==> src/hw/rtl/bble_pkg.sv <==
// Package for the byte-budget LRU evictor: widths, operation codes, load states.
// No dependencies.
package bble_pkg;
    localparam int ENTRIES_DEF    = 16;
    localparam int STAMP_BITS_DEF = 32;
    localparam int BYTE_W         = 48;
    localparam int TOTAL_W        = 52;
    localparam int ID_W           = 4;
    localparam int OP_W           = 3;
    localparam int LS_W           = 2;

    localparam logic [OP_W-1:0] OP_TOUCH   = 3'd0;
    localparam logic [OP_W-1:0] OP_INSERT  = 3'd1;
    localparam logic [OP_W-1:0] OP_SETST   = 3'd2;
    localparam logic [OP_W-1:0] OP_ENFORCE = 3'd3;
    localparam logic [OP_W-1:0] OP_CLEAR   = 3'd4;
    localparam logic [OP_W-1:0] OP_QUERY   = 3'd5;
    localparam logic [OP_W-1:0] OP_RSVD6   = 3'd6;
    localparam logic [OP_W-1:0] OP_RSVD7   = 3'd7;

    localparam logic [LS_W-1:0] LS_UNLOADED = 2'd0;
    localparam logic [LS_W-1:0] LS_LOADING  = 2'd1;
    localparam logic [LS_W-1:0] LS_LOADED   = 2'd2;
    localparam logic [LS_W-1:0] LS_INVALID  = 2'd3;
endpackage

==> src/hw/rtl/bble_ram.sv <==
// Generic single-port-write, single-read RAM with registered read data.
// No dependencies.
module bble_ram #(
    parameter int WIDTH = 8,
    parameter int DEPTH = 16
) (
    input  logic                     aclk,
    input  logic                     we,
    input  logic [$clog2(DEPTH)-1:0] waddr,
    input  logic [WIDTH-1:0]         wdata,
    input  logic [$clog2(DEPTH)-1:0] raddr,
    output logic [WIDTH-1:0]         rdata
);
    logic [WIDTH-1:0] mem [DEPTH];

    // write port and registered read
    always_ff @(posedge aclk) begin
        if (we) begin
            mem[waddr] <= wdata;
        end
        rdata <= mem[raddr];
    end
endmodule

==> src/hw/rtl/byte_budget_lru_evictor.sv <==
// Byte-budget LRU evictor top level: entry table in RAM, scan-based victim search.
// Depends on bble_pkg and bble_ram.
//
//  channel  | direction | tdata fields (low bit up)                     | tuser | tlast
//  s_axis   | in        | operation, entry_id, byte_count, new_state    | -     | -
//  m_axis   | out       | kind, result_id, from, to, changed, total,over| -     | last
//  cfg      | in        | max_bytes (48 bit) on cfg_wdata, cfg_we       | -     | -
//
// A new operation is accepted only once the previous one is done and the output register
// is empty. Set_state with a valid new state answers straight from the check state; other
// operations answer through the ack state. Insert and enforce add a budget check; touch of
// a present entry and insert of a present one add a read-modify-write of its RAM word.
// Each eviction round reads every entry once from RAM, one read a cycle.
// Reset clears present bits, load states, total and stamp counter at once.
// A result waits in the output register; while it is held, input and new results stall.
module byte_budget_lru_evictor #(
    parameter int ENTRIES    = bble_pkg::ENTRIES_DEF,
    parameter int STAMP_BITS = bble_pkg::STAMP_BITS_DEF
) (
    input  logic         aclk,
    input  logic         aresetn,
    input  logic         cfg_we,
    input  logic [47:0]  cfg_wdata,
    input  logic         s_axis_tvalid,
    output logic         s_axis_tready,
    // operation[2:0], entry_id[6:3], byte_count[54:7], new_state[56:55], zero fill
    input  logic [63:0]  s_axis_tdata,
    output logic         m_axis_tvalid,
    input  logic         m_axis_tready,
    // kind[0], result_id[4:1], from_state[6:5], to_state[8:7], state_changed[9],
    // total_bytes[61:10], over_budget[62], zero fill
    output logic [63:0]  m_axis_tdata,
    output logic         m_axis_tlast
);
    import bble_pkg::*;

    localparam int IW = $clog2(ENTRIES);
    localparam int CW = $clog2(ENTRIES + 1);
    localparam int RW = BYTE_W + STAMP_BITS;

    localparam logic [2:0] ST_IDLE  = 3'd0;
    localparam logic [2:0] ST_CHECK = 3'd1;
    localparam logic [2:0] ST_SCAN  = 3'd2;
    localparam logic [2:0] ST_EVICT = 3'd3;
    localparam logic [2:0] ST_ACK   = 3'd4;
    localparam logic [2:0] ST_OUT   = 3'd5;

    logic [2:0]            state_reg, state_next;
    logic [47:0]           max_reg;
    logic [TOTAL_W-1:0]    total_reg, total_next;
    logic [STAMP_BITS-1:0] cnt_reg, cnt_next;
    logic [ENTRIES-1:0]    pres_reg, pres_next;
    logic [LS_W-1:0]       ls_reg [ENTRIES];
    logic [LS_W-1:0]       ls_next [ENTRIES];

    logic [OP_W-1:0]   op_reg, op_next;
    logic [ID_W-1:0]   id_reg, id_next;
    logic [BYTE_W-1:0] bc_reg, bc_next;
    logic [LS_W-1:0]   ns_reg, ns_next;
    logic              prot_reg, prot_next;

    logic [CW-1:0]     scan_reg, scan_next;
    logic              rvld_reg, rvld_next;
    logic [IW-1:0]     ridx_reg, ridx_next;
    logic              found_reg, found_next;
    logic [IW-1:0]     vic_reg, vic_next;
    logic [STAMP_BITS-1:0] old_reg, old_next;
    logic [BYTE_W-1:0] vbytes_reg, vbytes_next;

    logic [63:0] out_reg, out_next;
    logic        ovld_reg, ovld_next;
    logic        olast_reg, olast_next;

    logic          we;
    logic [IW-1:0] waddr, raddr;
    logic [RW-1:0] wdata, rdata;

    bble_ram #(.WIDTH(RW), .DEPTH(ENTRIES)) u_tab (
        .aclk(aclk), .we(we), .waddr(waddr), .wdata(wdata),
        .raddr(raddr), .rdata(rdata)
    );

    logic          id_ok;
    logic [IW-1:0] idx;
    logic          over;
    logic [BYTE_W-1:0]     r_bytes;
    logic [STAMP_BITS-1:0] r_stamp;

    assign id_ok   = {{(32-ID_W){1'b0}}, id_reg} < ENTRIES;
    assign idx     = IW'(id_reg);
    assign over    = (max_reg != '0) && (total_reg > {4'd0, max_reg});
    assign r_bytes = rdata[BYTE_W-1:0];
    assign r_stamp = rdata[RW-1:BYTE_W];

    assign s_axis_tready = (state_reg == ST_IDLE) && !ovld_reg;
    assign m_axis_tvalid = ovld_reg;
    assign m_axis_tdata  = out_reg;
    assign m_axis_tlast  = olast_reg;

    function automatic logic [63:0] pack_res(
        input logic kind, input logic [ID_W-1:0] rid, input logic [LS_W-1:0] fs,
        input logic [LS_W-1:0] ts, input logic ch, input logic [TOTAL_W-1:0] tot,
        input logic ob);
        pack_res = {1'b0, ob, tot, ch, ts, fs, rid, kind};
    endfunction

    // sequencer
    always_comb begin
        logic [LS_W-1:0]    st;
        logic [TOTAL_W-1:0] t2;
        state_next = state_reg; total_next = total_reg; cnt_next = cnt_reg;
        pres_next = pres_reg; ls_next = ls_reg;
        op_next = op_reg; id_next = id_reg; bc_next = bc_reg; ns_next = ns_reg;
        prot_next = prot_reg; scan_next = scan_reg; rvld_next = 1'b0;
        ridx_next = ridx_reg; found_next = found_reg; vic_next = vic_reg;
        old_next = old_reg; vbytes_next = vbytes_reg;
        out_next = out_reg; olast_next = olast_reg;
        ovld_next = ovld_reg && !m_axis_tready;
        we = 1'b0; waddr = idx; wdata = {cnt_reg, bc_reg}; raddr = IW'(scan_reg);
        st = id_ok ? ls_reg[idx] : LS_UNLOADED;
        t2 = '0;
        case (state_reg)
            ST_IDLE: begin
                if (s_axis_tvalid && s_axis_tready) begin
                    op_next = s_axis_tdata[2:0];
                    id_next = s_axis_tdata[6:3];
                    bc_next = s_axis_tdata[54:7];
                    ns_next = s_axis_tdata[56:55];
                    state_next = ST_CHECK;
                end
            end
            ST_CHECK: begin
                // apply the operation, then decide on eviction
                state_next = ST_ACK;
                prot_next = 1'b0;
                case (op_reg)
                    OP_TOUCH: begin
                        if (id_ok && pres_reg[idx]) begin
                            // bytes unchanged: read them back, then write the new stamp
                            cnt_next = cnt_reg + 1'b1;
                            state_next = ST_OUT;
                        end
                    end
                    OP_INSERT: begin
                        cnt_next = cnt_reg + 1'b1;
                        if (id_ok) begin
                            prot_next = 1'b1;
                            if (!pres_reg[idx]) begin
                                we = 1'b1;
                                pres_next[idx] = 1'b1;
                                total_next = total_reg + {4'd0, bc_reg};
                            end else begin
                                state_next = ST_OUT;
                            end
                        end else begin
                            cnt_next = cnt_reg;
                        end
                        if (state_next == ST_ACK) begin
                            state_next = ST_SCAN; scan_next = '0; found_next = 1'b0;
                        end
                    end
                    OP_SETST: begin
                        if (id_ok && ns_reg != LS_INVALID) begin
                            ls_next[idx] = ns_reg;
                            out_next = pack_res(1'b0, id_reg, ls_reg[idx], ns_reg,
                                ls_reg[idx] != ns_reg, total_reg, over);
                            olast_next = 1'b1;
                            state_next = ST_IDLE;
                            ovld_next = 1'b1;
                        end
                    end
                    OP_ENFORCE: begin
                        state_next = ST_SCAN; scan_next = '0; found_next = 1'b0;
                    end
                    OP_CLEAR: begin
                        pres_next = '0; total_next = '0;
                        for (int i = 0; i < ENTRIES; i++) ls_next[i] = LS_UNLOADED;
                    end
                    default: ;
                endcase
            end
            ST_OUT: begin
                // present entry restamped: read its bytes, write new stamp
                raddr = idx;
                if (!rvld_reg) begin
                    rvld_next = 1'b1;
                end else begin
                    we = 1'b1;
                    wdata = {cnt_reg - 1'b1, r_bytes};
                    if (op_reg == OP_INSERT) begin
                        state_next = ST_SCAN; scan_next = '0; found_next = 1'b0;
                    end else begin
                        state_next = ST_ACK;
                    end
                end
            end
            ST_SCAN: begin
                // one entry a cycle: issue read, compare returned data
                if (!(max_reg != '0 && total_reg > {4'd0, max_reg})) begin
                    state_next = ST_ACK;
                end else begin
                    if (scan_reg < CW'(ENTRIES)) begin
                        raddr = IW'(scan_reg);
                        rvld_next = 1'b1; ridx_next = IW'(scan_reg);
                        scan_next = scan_reg + 1'b1;
                    end
                    if (rvld_reg && pres_reg[ridx_reg] && ls_reg[ridx_reg] != LS_LOADING
                        && !(prot_reg && ridx_reg == idx)
                        && (!found_reg || r_stamp < old_reg)) begin
                        found_next = 1'b1; vic_next = ridx_reg;
                        old_next = r_stamp; vbytes_next = r_bytes;
                    end
                    if (scan_reg == CW'(ENTRIES) && !rvld_reg) begin
                        state_next = found_reg ? ST_EVICT : ST_ACK;
                    end
                end
            end
            ST_EVICT: begin
                if (!ovld_reg || m_axis_tready) begin
                    t2 = total_reg - {4'd0, vbytes_reg};
                    total_next = t2;
                    pres_next[vic_reg] = 1'b0;
                    ls_next[vic_reg] = LS_UNLOADED;
                    out_next = pack_res(1'b1, ID_W'(vic_reg), ls_reg[vic_reg],
                        LS_UNLOADED, ls_reg[vic_reg] != LS_UNLOADED, t2,
                        (max_reg != '0) && (t2 > {4'd0, max_reg}));
                    olast_next = 1'b0; ovld_next = 1'b1;
                    state_next = ST_SCAN; scan_next = '0; found_next = 1'b0;
                end
            end
            ST_ACK: begin
                if (!ovld_reg || m_axis_tready) begin
                    out_next = pack_res(1'b0, id_reg, st, st, 1'b0, total_reg, over);
                    olast_next = 1'b1; ovld_next = 1'b1;
                    state_next = ST_IDLE;
                end
            end
            default: state_next = ST_IDLE;
        endcase
    end

    // registers
    always_ff @(posedge aclk) begin
        if (!aresetn) begin
            state_reg <= ST_IDLE; max_reg <= '0; total_reg <= '0; cnt_reg <= '0;
            pres_reg <= '0; ovld_reg <= 1'b0; rvld_reg <= 1'b0;
            for (int i = 0; i < ENTRIES; i++) ls_reg[i] <= LS_UNLOADED;
        end else begin
            state_reg <= state_next; total_reg <= total_next; cnt_reg <= cnt_next;
            pres_reg <= pres_next; ovld_reg <= ovld_next; rvld_reg <= rvld_next;
            ls_reg <= ls_next;
            if (cfg_we) max_reg <= cfg_wdata;
        end
        op_reg <= op_next; id_reg <= id_next; bc_reg <= bc_next; ns_reg <= ns_next;
        prot_reg <= prot_next; scan_reg <= scan_next; ridx_reg <= ridx_next;
        found_reg <= found_next; vic_reg <= vic_next; old_reg <= old_next;
        vbytes_reg <= vbytes_next; out_reg <= out_next; olast_reg <= olast_next;
    end

    // no loading entry is ever chosen as victim
    a_no_loading_victim: assert property (@(posedge aclk) disable iff (!aresetn)
        (state_reg == ST_EVICT) |-> ls_reg[vic_reg] != LS_LOADING)
        else $error("loading entry selected as victim");
    // victim must be present
    a_victim_present: assert property (@(posedge aclk) disable iff (!aresetn)
        (state_reg == ST_EVICT) |-> pres_reg[vic_reg])
        else $error("victim not present");
    // input taken only when idle with empty output register
    a_accept_idle: assert property (@(posedge aclk) disable iff (!aresetn)
        (s_axis_tvalid && s_axis_tready) |=> state_reg == ST_CHECK)
        else $error("accept outside idle");
endmodule

==> config.mk <==
export PLATFORM = sky130hd
export DESIGN_NAME = byte_budget_lru_evictor
export DESIGN_NICKNAME = d
export VERILOG_FILES = /design/src/hw/rtl/bble_pkg.sv /design/src/hw/rtl/bble_ram.sv /design/src/hw/rtl/byte_budget_lru_evictor.sv
export SDC_FILE = /design/constraint.sdc
export NUM_CORES = 2
export LEC_CHECK = 0
export BUFFER_PORTS_ARGS = -buffer_cell sky130_fd_sc_hd__buf_2
export CAP_MARGIN = 20
export CORE_ASPECT_RATIO = 2
export CORE_UTILIZATION = 65
export CTS_BUF_LIST = sky130_fd_sc_hd__clkbuf_2
export DETAILED_ROUTE_END_ITERATION = 6
export PLACE_DENSITY = 0.85
export SLEW_MARGIN = 20
export SYNTH_ARGS = -nofsm -noshare
export SYNTH_HDL_FRONTEND = slang
export SYNTH_SLANG_ARGS = --single-unit
==> constraint.sdc <==
create_clock -name aclk -period 11.3 [get_ports aclk]
set_clock_uncertainty 0.15 [all_clocks]
set_input_delay 2.26 -clock aclk [delete_from_list [all_inputs] [get_ports aclk]]
set_output_delay 2.26 -clock aclk [all_outputs]
set_load 0.005 [all_outputs]
Yosys cells after proc, flatten, opt, wreduce, memory -nomap -nowiden
Memory sizes are Yosys's and may differ from the RTL's. A register that Yosys moved wholly into a read port is not among the register bits.
Cells that the tools add are included.
{"block": "word_totals", "ff_bits": 402, "ram_bits": 1280, "input_bits": 117, "out_inout_bits": 67, "memories": 1}
{"name": "u_tab.mem", "words": 16, "width": 80, "rd": 1, "rd_ports_with_merged_regs": 1, "write_ports": 1, "line_no": "bble_ram.sv:14", "source": "logic [WIDTH-1:0] mem [DEPTH];"}
{"block": "classes", "add_sub_neg": 5, "n_lt_le_gt_ge": 14, "eq_ne": 33, "muxes": 94, "bitwise": 8, "reduce_logical": 41}
{"op": "64-bit 2-to-1 mux", "n": 4}
{"op": "52-bit one-hot mux with 2 select lines", "n": 2}
{"op": "32-bit one-hot mux with 2 select lines", "n": 3}
{"op": "64-bit one-hot mux with 3 select lines", "n": 1}
{"op": "80-bit 2-to-1 mux", "n": 2}
{"op": "52-bit by 48-bit greater-than comparator with 1-bit output", "n": 2}
{"op": "52-bit 2-to-1 mux", "n": 2}
{"op": "32-bit 2-to-1 mux", "n": 3}
{"op": "16-bit one-hot mux with 2 select lines", "n": 2}
{"op": "52-bit by 48-bit adder with 52-bit output", "n": 1}
{"op": "52-bit by 48-bit subtractor with 52-bit output", "n": 1}
{"op": "48-bit nonzero test", "n": 1}
{"op": "3-bit 2-to-1 mux", "n": 12}
{"op": "32-bit by 1-bit adder with 32-bit output (second input constant)", "n": 1}
{"op": "32-bit AND", "n": 1}
{"op": "32-bit bitwise mux", "n": 1}
{"op": "32-bit less-than comparator", "n": 1}
{"op": "16-bit 2-to-1 mux", "n": 2}
{"op": "32-bit NOT", "n": 1}
{"op": "32-bit by 1-bit subtractor with 32-bit output (second input constant)", "n": 1}
{"op": "5-bit 2-to-1 mux", "n": 6}
{"op": "1-bit 2-to-1 mux", "n": 26}
{"op": "2-bit binary-select mux with 4-bit select", "n": 3}
{"op": "2-bit != test (second input constant)", "n": 11}
{"op": "44 further kinds", "n": 105}

Logic depth before layout (Yosys ltp)
{"block": "logic_depth", "depth_word": 11, "depth_mapped": 23, "mapped_depth_nobuf": 23}

By module
A second synthesis with hierarchy kept.
{"block": "unflattened", "cells_unflattened": 5034, "area_unflattened_um2": 75623.8}
{"mod": "bble_ram", "n_inst": 1, "cells_each": 2054, "area_per_inst_um2": 49422.4, "seq_area_each_um2": 40038.4}
{"mod": "byte_budget_lru_evictor", "n_inst": 1, "cells_each": 2980, "area_per_inst_um2": 26201.4, "seq_area_each_um2": 10189.8}

Least setup slack after synthesis
OpenSTA, ideal clock, no wires.
{"block": "synth_timing", "path_kind": "register to register", "start": "register id_reg[0]", "end": "memory u_tab.mem[9][0] (netlist name), enable pin", "t_arrival_ps": 7635, "required_time_ps": 10534, "setup_slack_ps": 2899, "path_stages_with_launch": 8, "n_path_buf": 2, "synth_period_minus_slack_ps": 8401, "cell_sequence": "edfxtp_1 > buf_2 > mux4_2 > mux4_2 > nor2_1 > nor2_1 > clkbuf_1 > nor3_1"}
{"block": "synth_via", "elab_chain_cells": 7}
{"element": "start, declared", "line_no": "byte_budget_lru_evictor.sv:57", "source": "logic [ID_W-1:0] id_reg, id_next;"}
{"element": "start signal, assigned", "line_no": "byte_budget_lru_evictor.sv:254", "source": "op_reg <= op_next; id_reg <= id_next; bc_reg <= bc_next; ns_reg <= ns_next;"}
{"element": "1-bit binary-select mux with 4-bit select", "line_no": "byte_budget_lru_evictor.sv:148", "source": "if (!pres_reg[idx]) begin"}
{"element": "1-bit 2-to-1 mux (not written as such)", "line_no": "byte_budget_lru_evictor.sv:148"}
{"element": "1-bit 2-to-1 mux", "line_no": "byte_budget_lru_evictor.sv:148"}
{"element": "1-bit 2-to-1 mux", "line_no": "byte_budget_lru_evictor.sv:136", "source": "case (op_reg)"}
{"element": "1-bit one-hot mux with 2 select lines", "line_no": "byte_budget_lru_evictor.sv:122", "source": "case (state_reg)"}
{"element": "1-bit 2-to-1 mux", "line_no": "bble_ram.sv:18", "source": "if (we) begin"}
{"element": "1-bit 2-to-1 mux (not written as such)", "line_no": "bble_ram.sv:19", "source": "mem[waddr] <= wdata;"}
{"element": "end, declared", "line_no": "bble_ram.sv:14"}
Parallel ways exist; a longest one is shown, timed or not. The select of a mux whose other input is x is not followed.

Final worst setup path
{"block": "layout_timing", "start": "register total_reg[1]", "end": "register out_reg[62], in the netlist m_axis_tdata[62], data pin"}
{"block": "layout_via", "elab_chain_cells": 5}
{"element": "start, declared", "line_no": "byte_budget_lru_evictor.sv:50", "source": "logic [TOTAL_W-1:0] total_reg, total_next;"}
{"element": "start signal, assigned", "line_no": "byte_budget_lru_evictor.sv:249", "source": "state_reg <= state_next; total_reg <= total_next; cnt_reg <= cnt_next;"}
{"element": "52-bit by 48-bit subtractor with 52-bit output / 52-bit by 48-bit greater-than comparator with 1-bit output (equally long branches)", "line_no": "byte_budget_lru_evictor.sv:220, byte_budget_lru_evictor.sv:91"}
{"element": "52-bit by 48-bit greater-than comparator with 1-bit output / 1-bit logical AND (equally long branches)", "line_no": "byte_budget_lru_evictor.sv:226, byte_budget_lru_evictor.sv:91"}
{"element": "1-bit logical AND / 64-bit 2-to-1 mux (equally long branches)", "line_no": "byte_budget_lru_evictor.sv:226, byte_budget_lru_evictor.sv:163"}
{"element": "64-bit 2-to-1 mux, on equally long branches", "line_no": "byte_budget_lru_evictor.sv:219, byte_budget_lru_evictor.sv:136"}
{"element": "64-bit one-hot mux with 3 select lines (*)", "line_no": "byte_budget_lru_evictor.sv:122"}
{"element": "named net out_next[62]", "line_no": "byte_budget_lru_evictor.sv:70", "source": "logic [63:0] out_reg, out_next;"}
{"element": "end signal, assigned", "line_no": "byte_budget_lru_evictor.sv:257", "source": "vbytes_reg <= vbytes_next; out_reg <= out_next; olast_reg <= olast_next;"}
{"element": "end, declared", "line_no": "byte_budget_lru_evictor.sv:70"}
Mark *: on every way through the listed nets, which the timed path passes. The rest lies on a longest branch. The select of a mux whose other input is x is not followed.
A chain may end at the register's enable or synchronous reset.

==> summary.md <==
| Metric | Value |
|---|---|
| First-pass DRT Iterations | `7` |
| PwrDens | `roughly 180 nW/um^2` |
| Routed vias/inst | `around 6.7` |
| Max-Cap Viols | `0` |
| CP peak stage delay | `around 0.79 ns` |
| CP Capture Point | `m_axis_tdata[62]$_DFFE_PP_` |
| Tot Pwr | `about 0.015 W` |
| Root Buffer | `clkbuf_2` |
| Worst slack at placement | `just over 4 ns` |
| Worst setup path startpoint | `total_reg[1]$_SDFFE_PN0P_` |
| Max clock buf depth | `4` |
| Total global routing overflow | `0` |
| Post-Syn Nets | `~5600` |
| Vias | `about 50000` |
| FF-to-FF End | `m_axis_tdata[62]$_DFFE_PP_` |
| Cell accounting for the most synthesized area | `edfxtp_1` |
| First-pass GRT wire length | `304000 um` |
| PostCTS Resize Cnt | `0` |
| YS warnings | `0` |
| Status | `finished, violations left` |
| Wirelength per Cell | `28.2 um` |
| CP max-delay cell | `nor3_1` |
| Post-synthesis sequential area ratio | `65.7%` |
| Die ar. | `roughly 120000 um^2` |
| Cts bufs inserted | `364` |
| Dpl hpwl | `about 130000 um` |
| Share of cells above drive strength 1 | `a little over a fifth` |
| Hold WS | `0.199 ns` |
| Synthesis-stage register bit count | `~1800` |
| Largest reg by FF count | `u_tab.mem` |
| All-Layer GR Usage | `a little over a third` |
| DRC violations left | `1` |
| Startpoint Class | `flop` |
| Post-synth top flop | `edfxtp_1` |
| Leakage | `about 30 nW` |
| Syn Area/Cell | `14.6 um^2` |
| Vias in the first global route | `51200` |
| Final Hold Fails | `0` |
| DIE HEIGHT | `487 um` |
| Max Clk Rate | `roughly 140 MHz` |
| R2R depth | `19` |
| Cells along the critical path | `ha_1 -> nor2b_1 -> o31a_1 -> o31a_1 -> a21oi_1 -> o31a_1 -> o211ai_1 -> a41oi_1 -> xnor2_1 -> ha_1 -> nand3_1 -> nor3_1 -> nor3b_1 -> nand2_1 -> nor3_1 -> a21o_1 -> o211ai_1 -> a311oi_1 -> a41oi_1` |
| Worst path arrival time | `just over 8 ns` |
| CTS tree | `yes` |
| RSZ-0062 raised after global routing | `no` |
| Gate count after technology mapping | `~5200` |
| Final Cycle Share | `about three fifths` |
| Largest net degree at the start of global routing | `161` |
| Final min period | `approximately 7 ns` |
| Slew Viols, Final | `0` |
| Port buffer count | `about 180` |
| Clock net sink count | `roughly 1800` |
| Site Rows | `between 150 and 200` |
| Number of setup buffers added after CTS | `0` |
| Worst hold path startpoint | `u_tab.rdata[49]$_DFF_P_` |
| Post-synth EDFFs | `approximately 1500` |
| Worst setup margin | `approximately 4.3 ns` |
| CP required | `12.53 ns` |
| Initial antenna violation count | `9` |
| # hold bufs at CTS | `0` |
| Mapped cell area | `roughly 76000 um^2` |
| TNS Setup | `0 ns` |
| Setup violators final | `0` |
| Syn-to-layout area delta | `7.69%` |
| Clock latency on the worst-skew pair | `1.69 ns` |
| Final Cell Area | `~82000 um^2` |
| Worst-path fanout max | `7` |
| Post-synth top area share | `58.8%` |
| Hold Path Class | `flop to flop` |
| Failing checks | `design-rule violations` |
| Largest cells by area after synthesis | `edfxtp_1 59%, mux4_2 10%, dfxtp_1 6.9%` |
| Post-DRT Antenna Nets | `0` |
| Slew headroom | `between 10% and 20%` |
| Post-Route WL | `between 200000 and 250000 um` |
| Most frequent cell after synthesis | `edfxtp_1` |
| Initial Util | `about 66%` |
| Final #Nets | `between 5000 and 6000` |
| Critical path type | `flop to flop` |
| CP Capture Type | `flop` |
| Core Area | `116000 um^2` |
| Critical R2R Launch | `total_reg[1]$_SDFFE_PN0P_` |
| Commonest cells in the netlist | `1496 x edfxtp_1, 598 x nand2_1, 346 x mux4_2, 265 x dfxtp_1, 251 x a21oi_1` |
| Routability cong. | `approximately 1.1` |
| R2R Setup Slk | `roughly 4.3 ns` |
| Ys async rst share | `0%` |
| Area after DPL | `79000 um^2` |
| Critical Path Most Common Cell | `o31a_1` |
| Die width | `roughly 240 um` |
| Max reg flops | `approximately 1300` |
| Worst ir drop on vdd | `approximately 0.12 mV` |
| H-tree depth | `5` |
| Least-Margin Pin Slew | `around 1.2 ns` |
| I/O pins | `around 180` |
| Clock slew at reported path FFs | `around 0.15 ns` |
| Distinct cell type count after synthesis | `81` |
| Drt first-iter violations | `5445` |
[worst max-delay path: cells and delay by family, from the launching register on]
kind            cells  cell delay (ns)
simple gates        6             2.02
compound gates     10             3.28
fa+ha+maj           2             0.61
xor+xnor            1             0.15
flops               1             0.54
[cells in the final DEF (no fill, tap or decap), types with 175 or more instances in the layout]
cell      synthesis  routed
a21oi_1         251     250
buf_2            34     175
dfxtp_1         265     265
nor2_1          240     232
inv_1           194     193
mux4_2          346     346
clkbuf_2          0     511
ha_1            227     227
nand2_1         598     597
edfxtp_1       1496    1496
[worst min-delay path by stage]
stage	endpoint	slack, ns	depth (start not counted)
global placement	vbytes_reg[31]$_DFFE_PP_	0.26	0
global route	old_reg[1]$_DFFE_PP_	0.24	0
CTS	old_reg[1]$_DFFE_PP_	0.21	0
floorplan	old_reg[0]$_DFFE_PP_	0.25	0
detailed placement	vbytes_reg[47]$_DFFE_PP_	0.26	0
finish	old_reg[1]$_DFFE_PP_	0.20	0
[layer usage]
layer | global-route usage, % | up-vias | share of wire (%)
met5 | 0 | - | 0.0062
met4 | 28.8 | 2 | 8.7
met3 | 7.46 | 1015 | 9.4
met2 | 60.4 | 3585 | 51
met1 | 37.0 | 24000 | 31
li1 | - | 21000 | -
[cell families after synthesis]
group / share of synthesized area (%)
compound gates: 7.44
simple gates: 7.91
mux: 11.0
buf+inv: 2.40
xor+xnor: 1.75
fa+ha+maj: 3.77
flops: 65.7
other cells: 0.00490
[cell type report]
cell class	count	area, um^2
timing repair buffer	256	1580
inverter	195	734
tap	1521	1900
multi-input combinational	3001	24700
clock inverter	134	604
antenna	10	25.0
clock buffer	511	2560
fill	7194	34200
sequential	1761	50200
[stage by stage]
step / util (%) / cells
2_1_floorplan: - / 5234
3_3_place_gp: 67.8 / 6731
3_5_place_dp: 67.8 / 6731
4_1_cts: 70.6 / 7376
5_1_grt: 70.7 / 7387
6_report: 70.7 / 7389
[power by group]
part | total [W] | switching, W | internal (W)
Sequential | 0.00780 | 0.000262 | 0.00754
Combinational | 0.00302 | 0.00191 | 0.00111
Clock | 0.00370 | 0.00242 | 0.00127
Total | 0.0145 | 0.00460 | 0.00991
Power figures use the tool's default switching activity.
